$ cat src/sv/lcg_pkg.sv
`timescale 1ns / 1ps

package lcg_pkg;

    localparam int TERM_WIDTH_DEF = 32;
    localparam int FRAC_BITS      = 32;
    localparam int OUT_WIDTH      = 32;
    localparam int STATUS_WIDTH   = 2;
    localparam int MOD_WIDTH      = 33;
    localparam int RUN_WIDTH      = 32;
    localparam int CFG_IDX_WIDTH  = 3;
    localparam int CFG_DATA_WIDTH = 33;

    localparam logic [CFG_IDX_WIDTH-1:0] CFG_SEED       = 3'd0;
    localparam logic [CFG_IDX_WIDTH-1:0] CFG_MULTIPLIER = 3'd1;
    localparam logic [CFG_IDX_WIDTH-1:0] CFG_INCREMENT  = 3'd2;
    localparam logic [CFG_IDX_WIDTH-1:0] CFG_MODULUS    = 3'd3;
    localparam logic [CFG_IDX_WIDTH-1:0] CFG_RUN_LENGTH = 3'd4;

    localparam logic [31:0]          RST_SEED       = 32'd1;
    localparam logic [31:0]          RST_MULTIPLIER = 32'd16807;
    localparam logic [31:0]          RST_INCREMENT  = 32'd0;
    localparam logic [MOD_WIDTH-1:0] RST_MODULUS    = 33'd2147483647;
    localparam logic [RUN_WIDTH-1:0] RST_RUN_LENGTH = 32'd1000;

    localparam logic [STATUS_WIDTH-1:0] ST_OK       = 2'd0;
    localparam logic [STATUS_WIDTH-1:0] ST_BAD_LEN  = 2'd1;
    localparam logic [STATUS_WIDTH-1:0] ST_FINISHED = 2'd2;

    typedef enum logic [2:0] {
        S_IDLE,
        S_CHECK,
        S_ADD,
        S_REM,
        S_FRAC,
        S_DONE
    } t_state;

endpackage

$ cat src/sv/lcg_req_if.sv
`timescale 1ns / 1ps

interface lcg_req_if;
    logic valid;
    logic ready;
    logic restart;

    modport source (output valid, output restart, input ready);
    modport sink (input valid, input restart, output ready);
endinterface

$ cat src/sv/lcg_rsp_if.sv
`timescale 1ns / 1ps

interface lcg_rsp_if;
    logic        valid;
    logic        ready;
    logic [31:0] term;
    logic [31:0] fraction;
    logic [1:0]  status;

    modport source (output valid, output term, output fraction, output status, input ready);
    modport sink (input valid, input term, input fraction, input status, output ready);
endinterface

$ cat src/sv/lcg_cfg_regs.sv
`timescale 1ns / 1ps

module lcg_cfg_regs import lcg_pkg::*; #(
    parameter int TERM_WIDTH = TERM_WIDTH_DEF
) (
    input  logic                      i_clk,
    input  logic                      i_rst_n,
    input  logic                      i_cfg_we,
    input  logic [CFG_IDX_WIDTH-1:0]  i_cfg_idx,
    input  logic [CFG_DATA_WIDTH-1:0] i_cfg_data,
    output logic [TERM_WIDTH-1:0]     o_seed,
    output logic [TERM_WIDTH-1:0]     o_mult,
    output logic [TERM_WIDTH-1:0]     o_inc,
    output logic [TERM_WIDTH:0]       o_mod,
    output logic [RUN_WIDTH-1:0]      o_run_len
);

    localparam logic [MOD_WIDTH-1:0] MOD_LIMIT = MOD_WIDTH'(1) << TERM_WIDTH;

    logic [TERM_WIDTH-1:0] r_seed;
    logic [TERM_WIDTH-1:0] r_mult;
    logic [TERM_WIDTH-1:0] r_inc;
    logic [MOD_WIDTH-1:0]  r_mod;
    logic [RUN_WIDTH-1:0]  r_run_len;

    always_ff @(posedge i_clk) begin
        if (!i_rst_n) begin
            r_seed    <= TERM_WIDTH'(RST_SEED);
            r_mult    <= TERM_WIDTH'(RST_MULTIPLIER);
            r_inc     <= TERM_WIDTH'(RST_INCREMENT);
            r_mod     <= RST_MODULUS;
            r_run_len <= RST_RUN_LENGTH;
        end else if (i_cfg_we) begin
            unique case (i_cfg_idx)
                CFG_SEED:       r_seed    <= i_cfg_data[TERM_WIDTH-1:0];
                CFG_MULTIPLIER: r_mult    <= i_cfg_data[TERM_WIDTH-1:0];
                CFG_INCREMENT:  r_inc     <= i_cfg_data[TERM_WIDTH-1:0];
                CFG_MODULUS:    r_mod     <= i_cfg_data[MOD_WIDTH-1:0];
                CFG_RUN_LENGTH: r_run_len <= i_cfg_data[RUN_WIDTH-1:0];
                default: ;
            endcase
        end
    end

    // clamp the modulus so every term fits the term width
    assign o_mod     = (r_mod > MOD_LIMIT) ? MOD_LIMIT[TERM_WIDTH:0] : r_mod[TERM_WIDTH:0];
    assign o_seed    = r_seed;
    assign o_mult    = r_mult;
    assign o_inc     = r_inc;
    assign o_run_len = r_run_len;

endmodule

$ cat src/sv/lcg_div_step.sv
`timescale 1ns / 1ps

module lcg_div_step import lcg_pkg::*; #(
    parameter int TERM_WIDTH = TERM_WIDTH_DEF
) (
    input  logic [TERM_WIDTH-1:0] i_part,
    input  logic                  i_bit,
    input  logic [TERM_WIDTH:0]   i_mod,
    output logic [TERM_WIDTH-1:0] o_part,
    output logic                  o_q
);

    logic [TERM_WIDTH:0] shifted;
    logic [TERM_WIDTH:0] diff;

    always_comb begin
        shifted = {i_part, i_bit};
        diff    = shifted - i_mod;
        o_q     = (shifted >= i_mod);
        o_part  = o_q ? diff[TERM_WIDTH-1:0] : shifted[TERM_WIDTH-1:0];
    end

endmodule

$ cat src/sv/linear_congruential_generator.sv
`timescale 1ns / 1ps

// Linear congruential generator, one term per request beat.
// i_req carries a restart bit; on acceptance with restart high the seed is
// loaded and the run position cleared before the term is produced.
// o_rsp carries the term, its fraction term/modulus in Q0.32 and a status
// (ok, run length not below modulus, run finished; term and fraction are
// zero unless ok). Configuration is a write port (i_cfg_we, i_cfg_idx,
// i_cfg_data): seed, multiplier, increment, modulus, run length.
// Timing: one request at a time. An ok request goes from acceptance to
// o_rsp.valid through the check and the multiply, then the increment,
// then 2*TERM_WIDTH steps of the shared restoring divide step for the
// remainder and 32 more of the same step for the fraction, then the load
// of the output register. A refused or finished request goes from the
// check straight to that load. i_req.ready is high only while idle, so a
// new request is accepted only after the last result has been loaded
// into the output register. The result waits in the output register while
// o_rsp.ready is low; the next request is accepted meanwhile, and its result
// waits for the register to be freed. Synchronous reset clears the term and
// position to zero (no seed load until a restart) and sets the register values.

module linear_congruential_generator import lcg_pkg::*; #(
    parameter int TERM_WIDTH = TERM_WIDTH_DEF
) (
    input  logic                      i_clk,
    input  logic                      i_rst_n,
    lcg_req_if.sink                   i_req,
    lcg_rsp_if.source                 o_rsp,
    input  logic                      i_cfg_we,
    input  logic [CFG_IDX_WIDTH-1:0]  i_cfg_idx,
    input  logic [CFG_DATA_WIDTH-1:0] i_cfg_data
);

    localparam int PW      = 2 * TERM_WIDTH;
    localparam int CNT_MAX = (PW > FRAC_BITS) ? PW : FRAC_BITS;
    localparam int CNT_W   = $clog2(CNT_MAX);

    logic [TERM_WIDTH-1:0] cfg_seed;
    logic [TERM_WIDTH-1:0] cfg_mult;
    logic [TERM_WIDTH-1:0] cfg_inc;
    logic [TERM_WIDTH:0]   cfg_mod;
    logic [RUN_WIDTH-1:0]  cfg_run_len;

    t_state                  r_state,  n_state;
    logic [TERM_WIDTH-1:0]   r_cur,    n_cur;
    logic [RUN_WIDTH-1:0]    r_pos,    n_pos;
    logic [PW-1:0]           r_dvd,    n_dvd;
    logic [TERM_WIDTH-1:0]   r_part,   n_part;
    logic [CNT_W-1:0]        r_cnt,    n_cnt;
    logic [FRAC_BITS-1:0]    r_frac,   n_frac;
    logic [STATUS_WIDTH-1:0] r_status, n_status;
    logic                    r_ovalid, n_ovalid;
    logic [OUT_WIDTH-1:0]    r_oterm,  n_oterm;
    logic [OUT_WIDTH-1:0]    r_ofrac,  n_ofrac;
    logic [STATUS_WIDTH-1:0] r_ostat,  n_ostat;

    logic                  step_bit;
    logic [TERM_WIDTH-1:0] step_part;
    logic                  step_q;
    logic                  bad_len;

    lcg_cfg_regs #(
        .TERM_WIDTH (TERM_WIDTH)
    ) u_cfg (
        .i_clk      (i_clk),
        .i_rst_n    (i_rst_n),
        .i_cfg_we   (i_cfg_we),
        .i_cfg_idx  (i_cfg_idx),
        .i_cfg_data (i_cfg_data),
        .o_seed     (cfg_seed),
        .o_mult     (cfg_mult),
        .o_inc      (cfg_inc),
        .o_mod      (cfg_mod),
        .o_run_len  (cfg_run_len)
    );

    assign step_bit = (r_state == S_REM) ? r_dvd[PW-1] : 1'b0;

    lcg_div_step #(
        .TERM_WIDTH (TERM_WIDTH)
    ) u_step (
        .i_part (r_part),
        .i_bit  (step_bit),
        .i_mod  (cfg_mod),
        .o_part (step_part),
        .o_q    (step_q)
    );

    assign bad_len = ({1'b0, cfg_run_len} >= MOD_WIDTH'(cfg_mod));

    always_ff @(posedge i_clk) begin
        if (!i_rst_n) begin
            r_state  <= S_IDLE;
            r_cur    <= '0;
            r_pos    <= '0;
            r_ovalid <= 1'b0;
        end else begin
            r_state  <= n_state;
            r_cur    <= n_cur;
            r_pos    <= n_pos;
            r_ovalid <= n_ovalid;
        end
    end

    always_ff @(posedge i_clk) begin
        r_dvd    <= n_dvd;
        r_part   <= n_part;
        r_cnt    <= n_cnt;
        r_frac   <= n_frac;
        r_status <= n_status;
        r_oterm  <= n_oterm;
        r_ofrac  <= n_ofrac;
        r_ostat  <= n_ostat;
    end

    always_comb begin
        n_state  = r_state;
        n_cur    = r_cur;
        n_pos    = r_pos;
        n_dvd    = r_dvd;
        n_part   = r_part;
        n_cnt    = r_cnt;
        n_frac   = r_frac;
        n_status = r_status;
        n_ovalid = r_ovalid;
        n_oterm  = r_oterm;
        n_ofrac  = r_ofrac;
        n_ostat  = r_ostat;

        if (r_ovalid && o_rsp.ready) begin
            n_ovalid = 1'b0;
        end

        unique case (r_state)
            S_IDLE: begin
                if (i_req.valid) begin
                    if (i_req.restart) begin
                        n_cur = cfg_seed;
                        n_pos = '0;
                    end
                    n_state = S_CHECK;
                end
            end
            S_CHECK: begin
                n_dvd = PW'(cfg_mult) * PW'(r_cur);
                priority if (bad_len) begin
                    n_status = ST_BAD_LEN;
                    n_state  = S_DONE;
                end else if (r_pos >= cfg_run_len) begin
                    n_status = ST_FINISHED;
                    n_state  = S_DONE;
                end else begin
                    n_status = ST_OK;
                    n_state  = S_ADD;
                end
            end
            S_ADD: begin
                n_dvd   = r_dvd + PW'(cfg_inc);
                n_part  = '0;
                n_cnt   = CNT_W'(PW - 1);
                n_state = S_REM;
            end
            S_REM: begin
                n_dvd  = r_dvd << 1;
                n_part = step_part;
                if (r_cnt == '0) begin
                    n_cur   = step_part;
                    n_pos   = r_pos + RUN_WIDTH'(1);
                    n_cnt   = CNT_W'(FRAC_BITS - 1);
                    n_state = S_FRAC;
                end else begin
                    n_cnt = r_cnt - CNT_W'(1);
                end
            end
            S_FRAC: begin
                n_part = step_part;
                n_frac = {r_frac[FRAC_BITS-2:0], step_q};
                if (r_cnt == '0) begin
                    n_state = S_DONE;
                end else begin
                    n_cnt = r_cnt - CNT_W'(1);
                end
            end
            S_DONE: begin
                // hold until the output register is free
                if (!r_ovalid || o_rsp.ready) begin
                    n_ovalid = 1'b1;
                    n_oterm  = (r_status == ST_OK) ? OUT_WIDTH'(r_cur) : '0;
                    n_ofrac  = (r_status == ST_OK) ? r_frac : '0;
                    n_ostat  = r_status;
                    n_state  = S_IDLE;
                end
            end
            default: n_state = S_IDLE;
        endcase
    end

    assign i_req.ready    = (r_state == S_IDLE);
    assign o_rsp.valid    = r_ovalid;
    assign o_rsp.term     = r_oterm;
    assign o_rsp.fraction = r_ofrac;
    assign o_rsp.status   = r_ostat;

`ifndef SYNTHESIS
    a_accept_to_check: assert property (@(posedge i_clk) disable iff (!i_rst_n)
        (i_req.valid && i_req.ready) |=> (r_state == S_CHECK))
        else $error("accepted beat did not start a check");

    a_rem_to_frac: assert property (@(posedge i_clk) disable iff (!i_rst_n)
        (r_state == S_REM && r_cnt == '0) |=> (r_state == S_FRAC))
        else $error("remainder phase did not hand over to fraction phase");

    a_part_below_mod: assert property (@(posedge i_clk) disable iff (!i_rst_n)
        (r_state == S_FRAC) |-> ({1'b0, r_part} < cfg_mod))
        else $error("partial remainder not below modulus");

    a_refused_zero: assert property (@(posedge i_clk) disable iff (!i_rst_n)
        (r_ovalid && r_ostat != ST_OK) |-> (r_oterm == '0 && r_ofrac == '0))
        else $error("refused beat carries a nonzero term or fraction");

    a_pending_kept: assert property (@(posedge i_clk) disable iff (!i_rst_n)
        (r_ovalid && !o_rsp.ready) |=> (r_ovalid && $stable(r_oterm) && $stable(r_ostat)))
        else $error("pending result overwritten");
`endif

endmodule
$ cat src/flat_wrapper.sv
// flat-port wrapper written by rule: the top's interface ports become plain ports
module linear_congruential_generator_flat import lcg_pkg::*;
#(
    parameter int TERM_WIDTH = TERM_WIDTH_DEF
)
  (i_clk, i_rst_n, i_cfg_we, i_cfg_idx, i_cfg_data, i_req_valid, i_req_restart, i_req_ready, o_rsp_valid, o_rsp_term, o_rsp_fraction, o_rsp_status, o_rsp_ready);
  lcg_req_if i_req_i ();
  lcg_rsp_if o_rsp_i ();
  input  logic i_clk;
  input  logic i_rst_n;
  input  logic i_cfg_we;
  input  logic [CFG_IDX_WIDTH-1:0] i_cfg_idx;
  input  logic [CFG_DATA_WIDTH-1:0] i_cfg_data;
  input wire logic [$bits(i_req_i.valid)-1:0] i_req_valid;
  input wire logic [$bits(i_req_i.restart)-1:0] i_req_restart;
  output wire logic [$bits(i_req_i.ready)-1:0] i_req_ready;
  output wire logic [$bits(o_rsp_i.valid)-1:0] o_rsp_valid;
  output wire logic [$bits(o_rsp_i.term)-1:0] o_rsp_term;
  output wire logic [$bits(o_rsp_i.fraction)-1:0] o_rsp_fraction;
  output wire logic [$bits(o_rsp_i.status)-1:0] o_rsp_status;
  input wire logic [$bits(o_rsp_i.ready)-1:0] o_rsp_ready;
  assign i_req_i.valid = i_req_valid;
  assign i_req_i.restart = i_req_restart;
  assign i_req_ready = i_req_i.ready;
  assign o_rsp_valid = o_rsp_i.valid;
  assign o_rsp_term = o_rsp_i.term;
  assign o_rsp_fraction = o_rsp_i.fraction;
  assign o_rsp_status = o_rsp_i.status;
  assign o_rsp_i.ready = o_rsp_ready;
  linear_congruential_generator #(.TERM_WIDTH(TERM_WIDTH)) u_core (.i_clk(i_clk), .i_rst_n(i_rst_n), .i_req(i_req_i), .o_rsp(o_rsp_i), .i_cfg_we(i_cfg_we), .i_cfg_idx(i_cfg_idx), .i_cfg_data(i_cfg_data));
endmodule
$ cat config.mk
export PLATFORM = sky130hd
export DESIGN_NAME = linear_congruential_generator_flat
export DESIGN_NICKNAME = d
export VERILOG_FILES = /design/src/sv/lcg_pkg.sv /design/src/sv/lcg_req_if.sv /design/src/sv/lcg_rsp_if.sv /design/src/sv/lcg_cfg_regs.sv /design/src/sv/lcg_div_step.sv /design/src/sv/linear_congruential_generator.sv /design/src/flat_wrapper.sv
export SDC_FILE = /design/constraint.sdc
export NUM_CORES = 2
export LEC_CHECK = 0
export BUFFER_PORTS_ARGS = -buffer_cell sky130_fd_sc_hd__buf_2
export CORE_ASPECT_RATIO = 0.8
export CORE_MARGIN = 5
export CORE_UTILIZATION = 50
export DETAILED_ROUTE_END_ITERATION = 16
export PLACE_DENSITY = 0.75
export SYNTH_ARGS = -nofsm -noshare
export SYNTH_HDL_FRONTEND = slang
export SYNTH_SLANG_ARGS = --single-unit
$ cat constraint.sdc
create_clock -name i_clk -period 17.3 [get_ports i_clk]
set_input_delay 2.595 -clock i_clk [delete_from_list [all_inputs] [get_ports i_clk]]
set_output_delay 2.595 -clock i_clk [all_outputs]
set_load 0.02 [all_outputs]
## Yosys cells after proc, flatten, opt, wreduce, memory -nomap -nowiden

Cells that the tools add are included.

| storage, ports and cells | value |
|---|---|
| register bits after elaboration | 431 |
| input port bits | 42 |
| output and inout bits | 68 |

| operators by class | value |
|---|---|
| add/subtract/negate cells | 4 |
| multiply operators | 1 |
| order comparisons | 4 |
| equality and inequality tests | 15 |
| muxes and demuxes | 27 |
| reduce and logical (&&, ||, !) cells | 21 |

Operator list:

| operator | count |
|---|---|
| two-way mux 32 bit | 7 |
| one-hot mux 32 bit (2 select lines) | 3 |
| one-hot mux 64 bit (3 select lines) | 1 |
| adder 64 x 32 -> 64 bit | 1 |
| multiplier 32 x 32 -> 64 bit | 1 |
| greater-or-equal comparator 32 x 33 -> 1 bit | 1 |
| greater-or-equal comparator 33 bit | 1 |
| greater-than comparator 33 bit, second input constant | 1 |
| two-way mux 33 bit | 1 |
| adder 32 x 1 -> 32 bit, second input constant | 1 |
| greater-or-equal comparator 32 bit | 1 |
| subtractor 32 bit | 1 |
| two-way mux 3 bit | 6 |
| one-hot mux 3 bit (6 select lines) | 1 |
| one-hot mux 6 bit (3 select lines) | 1 |
| AND reduction 2 bit | 7 |
| equality test 3 x 2 -> 1 bit, second input constant | 4 |
| two-way mux 6 bit | 2 |
| equality test 3 bit, second input constant | 3 |
| inequality test 2 bit, second input constant | 4 |
| AND reduction 4 bit | 2 |
| equality test 3 x 1 -> 1 bit, second input constant | 2 |
| zero test 3 bit | 2 |
| zero test 6 bit | 1 |
| 11 further kinds | 17 |

## Logic depth before layout (Yosys ltp)

| logic depth | value |
|---|---|
| depth after elaboration | 6 |
| depth in mapped cells | 28 |
| gate-level depth less buffers | 26 |

## Cells and area by module

A second synthesis with hierarchy kept.

| second synthesis, totals | value |
|---|---|
| cells, all modules | 6335 |
| area total of the unflattened synthesis | 57408.8 sq um |

By module, submodules not included:

| module | instances | cells each | area an instance (sq um) | seq. area each (sq um) |
|---|---|---|---|---|
| linear_congruential_generator | 1 | 5234 | 48693.0 | 7427.1 |
| lcg_cfg_regs | 1 | 756 | 6189.7 | 3223.1 |
| lcg_div_step | 1 | 345 | 2526.2 | 0.0 |

## Worst setup path before layout

OpenSTA, ideal clock, no wires.

| timing | value |
|---|---|
| path kind | register to register |
| start | register u_core.r_cur[6] |
| end | register u_core.r_dvd[62] (data pin) |
| library setup time | 0.266 ns |
| data arrival time | 7.203 ns |
| data required time | 17.034 ns |
| setup slack | 9.831 ns |
| cell stages (with the launch flop) | 27 |
| path buffers | 2 |
| path through | dfxtp_1 > clkbuf_1 > and2_1 > fa_1 > fa_1 > fa_1 > inv_1 > fa_1 > inv_1 > fa_1 > inv_1 > fa_1 > inv_1 > fa_1 > fa_1 > ha_1 > clkbuf_1 > nand2_1 > nor4_1 > nand3_1 > nand4b_1 > nor2_1 > o31ai_1 > a31oi_1 > o31ai_1 > nor2_1 > or3b_1 |

| on the way | value |
|---|---|
| longest elaborated chain between the ends | 2 |

Ends and longest elaborated chain:

| item | RTL line | RTL |
|---|---|---|
| from (decl) | linear_congruential_generator.sv:45 | `logic [TERM_WIDTH-1:0] r_cur, n_cur;` |
| from (signal assigned) | linear_congruential_generator.sv:99 | `r_cur <= n_cur;` |
| multiplier 32 x 32 -> 64 bit | linear_congruential_generator.sv:145 | `n_dvd = PW'(cfg_mult) * PW'(r_cur);` |
| one-hot mux 64 bit (3 select lines) | linear_congruential_generator.sv:134 | `unique case (r_state)` |
| via u_core.n_dvd[62] | linear_congruential_generator.sv:47 | `logic [PW-1:0] r_dvd, n_dvd;` |
| to (signal assigned) | linear_congruential_generator.sv:106 | `r_dvd <= n_dvd;` |
| to (decl) | linear_congruential_generator.sv:47 |  |

The timed path passes the listed nets, and every way through them passes these cells.
A chain may end at the register's enable or synchronous reset.

## Worst setup path in the final report

| timing | value |
|---|---|
| start | register u_core.u_cfg.r_mult[15], in the netlist u_core.u_cfg.o_mult[15] |
| end | register u_core.r_dvd[63] (data pin) |

| on the way | value |
|---|---|
| longest elaborated chain between the ends | 2 |

Ends and longest elaborated chain:

| item | RTL line | RTL |
|---|---|---|
| from (decl) | lcg_cfg_regs.sv:21 | `logic [TERM_WIDTH-1:0] r_mult;` |
| from (signal assigned) | lcg_cfg_regs.sv:29 | `r_mult <= TERM_WIDTH'(RST_MULTIPLIER);` |
| from (signal assigned) | lcg_cfg_regs.sv:36 | `CFG_MULTIPLIER: r_mult <= i_cfg_data[TERM_WIDTH-1:0];` |
| multiplier 32 x 32 -> 64 bit | linear_congruential_generator.sv:145 |  |
| one-hot mux 64 bit (3 select lines) | linear_congruential_generator.sv:134 |  |
| via u_core.n_dvd[63] | linear_congruential_generator.sv:47 |  |

The timed path passes the listed nets, and every way through them passes these cells.

==> metrics <==
status finished, final reports clean; total negative slack 0 ps; row count 109; WL per Instance 20.3 um; root buf cell clkbuf_16; Int Power 0.00197 W; Netlist Area Pre-Place 56000 um^2; vias in the first global route 44.6k; worst-skew pair later-pin latency 590 ps; PnR worst setup slack 8170 ps; CP required 17610 ps; NumNets Final 7446; DRC 0; Final Setup Violations 0; area share of the largest cell type after synthesis 32.1%; top area cells in the synthesized netlist fa_1, edfxtp_1, ha_1; setup bufs post-CTS 0; hold_buf cts 0; Place WS 8370 ps; clock share of power 32.9%; Placer Congestion 0.956; Hold Slack 434 ps; TritonCTS Buffers 44; r2r setup slk 8170 ps; Final ANT Viol Nets 0; fmax 0.110 GHz; Distinct cells, synth 80; Detail Placement HPWL 118000 um; max_slew headroom 11.5%; initial antenna violation count 3; PD cells 50.7 nW/um^2; final hold violations 0; top-count cell post-synth nand2_1; combinational share of power 27.1%; number of synthesized flops with an enable pin 202; first-pass GRT wire length 249000 um; critical path arrival 9440 ps; routed via count 43.5k; fin crit period 9130 ps; I/O Buffers 109; total iterations of the first detailed-routing run 6; final core utilization 53.4%; CTS max path bufs 3; Core Region 111000 um^2; Synth Instances 6230; FF+latch count, synth 431; asr flop ratio synth 0%; sequential share of power 40.0%; Die W 384 um; Initial Util 50.5%; RSZ-0062 raised after global routing no; FF-to-FF Start u_core.u_cfg.o_mult[15]; type of the worst setup path reg -> reg; Leakage 27.6 nW; RR Endpoint u_core.r_dvd[63]; Syn Nets 7565; Slew @ Worst Pin 1320 ps; diode count 0; Critical path origin u_core.u_cfg.o_mult[15]; Clock Skew 42.2 ps; GRT Resource Usage Total 26.3%; DP Area 57800 um^2; Sw Ratio 34.2%; register area share after synthesis 19.0%; hold path depth 0; period utilisation layout 52.8%; fin area 59200 um^2; Die H 309 um; Synth warnings 0; Worst Setup Start Kind register; clk sinks 431; max cap viols 0; H-tree levels 2; die area 119000 um^2; Total Wirelength 155000 um; maximum VDD drop 0.0684 mV; GRT overflow 0; syn avg cell area 8.99 um^2; NetSw 0.00103 W; Clock transition at path regs 70 ps; Reg2Reg Depth 22; Area Overhead vs Synth 5.69%; post-cts sizing count 0; Main synth FF type dfxtp_1; most frequent cells after synthesis nand2_1, inv_1, fa_1; CP Capture Type register; first-iteration detailed-routing DRC count 3829; vias per cell 5.69; end point of the critical path u_core.r_dvd[63]; critical path peak fanout 33; CTS tree yes; max-slew violations 0; pin count of the biggest net entering global routing 74; share of cells above drive strength 1 5.00%; worst hold path type reg -> reg; leading area contributor after synthesis fa_1; # IOs 110
critical path: stages, from the launching register on:
cell and delay [ps]:
dfxtp_2 980, and2_1 260, fa_1 450, fa_1 550, inv_1 60, fa_1 580, fa_1 450, fa_1 550
inv_1 60, fa_1 450, fa_1 570, fa_1 470, ha_1 380, a21oi_1 290, o21bai_1 120, o221a_2 260
or3_1 370, a211oi_1 670, o31ai_1 390, o211ai_1 490, a21oi_1 170, xnor2_1 180, o21ai_0 80
stage by stage:
stage | power [W] | instances
2_1_floorplan | 0.00176 | 6230
3_3_place_gp | 0.00200 | 7563
3_5_place_dp | 0.00201 | 7563
4_1_cts | 0.00300 | 7642
5_1_grt | 0.00314 | 7642
6_report | 0.00300 | 7642
power by group through the flow:
stage	clock (W)	sequential, W	combinational [W]
2_1_floorplan	0	0.00119	0.000568
3_5_place_dp	0	0.00122	0.000795
6_report	0.000988	0.00120	0.000813
5_1_grt	0.00104	0.00120	0.000895
4_1_cts	0.000996	0.00120	0.000804
3_3_place_gp	0	0.00122	0.000781
placed cells by master (no fill, tap or decap), types with 10 or more instances in the layout:
master	count
a211o_1	24
a211oi_1	39
a21boi_0	10
a21o_1	66
a21oi_1	353
a31o_2	10
a31oi_1	30
and2_1	673
and3_1	29
buf_2	109
buf_4	79
clkbuf_16	46
dfxtp_1	220
edfxtp_1	202
fa_1	898
ha_1	395
inv_1	919
mux2i_1	33
nand2_1	963
nand2b_1	18
nand3_1	99
nand4_1	43
nor2_1	205
nor2b_1	20
nor3_1	39
nor4_1	20
o211ai_1	34
o21a_1	25
o21ai_0	153
o21bai_1	20
o22ai_1	10
o31ai_1	12
or3_1	17
xnor2_1	81
xor2_1	67
kinds of logic (layout without fill, tap and decap cells):
family                   count (synthesis)  after routing  share of synthesized area (%)
AO/OA/AOI/OAI                          869            869                           9.61
flip-flops                             431            431                           19.0
multiplexers                            38             38                          0.690
AND/OR/NAND/NOR                       2177           2177                           18.9
adder cells (fa/ha/maj)               1293           1293                           40.9
buffers and inverters                 1274           1188                           8.61
XOR/XNOR                               148            148                           2.31
layer usage:
metal	vias to the layer above	wire length, um	global-route usage (%)
li1	19500	-	-
met1	22000	69400	39.4
met2	1841	68400	40.9
met3	193	13800	4.07
met4	0	3250	5.34
met5	-	0	0
state kept, by name (all words and copies together), names as in the netlist, 3 cells and up:
| signal | cells |
|---|---|
| u_core.r_frac | 32 |
| u_core.u_cfg.r_mod | 33 |
| u_core.r_part | 32 |
| u_core.r_cur | 32 |
| u_core.u_cfg.o_run_len | 32 |
| u_core.r_pos | 32 |
| u_core.r_dvd | 64 |
| u_core.o_rsp.fraction | 32 |
| u_core.u_cfg.o_inc | 32 |
| u_core.u_cfg.o_seed | 32 |
| u_core.r_state | 3 |
| u_core.o_rsp.term | 32 |
| u_core.u_cfg.o_mult | 32 |
| u_core.r_cnt | 6 |
cell type report:
type                    instances  area (um^2)
well taps                    1498         1870
multi-input cells            4525        40600
repair buffers                188         1140
fillers                      9999        51700
clock inverters                19          189
clock buffers                  60         1270
flip-flops and latches        431        10700
inverters                     921         3460
how the worst min path moves through the flow:
stage          slack, ps                 to              start
3_3_place_gp         420  u_core.r_frac[19]  u_core.r_frac[18]
2_1_floorplan        420  u_core.r_frac[10]   u_core.r_frac[9]
5_1_grt              450  u_core.r_frac[20]  u_core.r_frac[19]
6_report             430  u_core.r_frac[12]  u_core.r_frac[11]
3_5_place_dp         420   u_core.r_frac[1]   u_core.r_frac[0]
4_1_cts              430  u_core.r_frac[12]  u_core.r_frac[11]
Power figures use the tool's default switching activity.
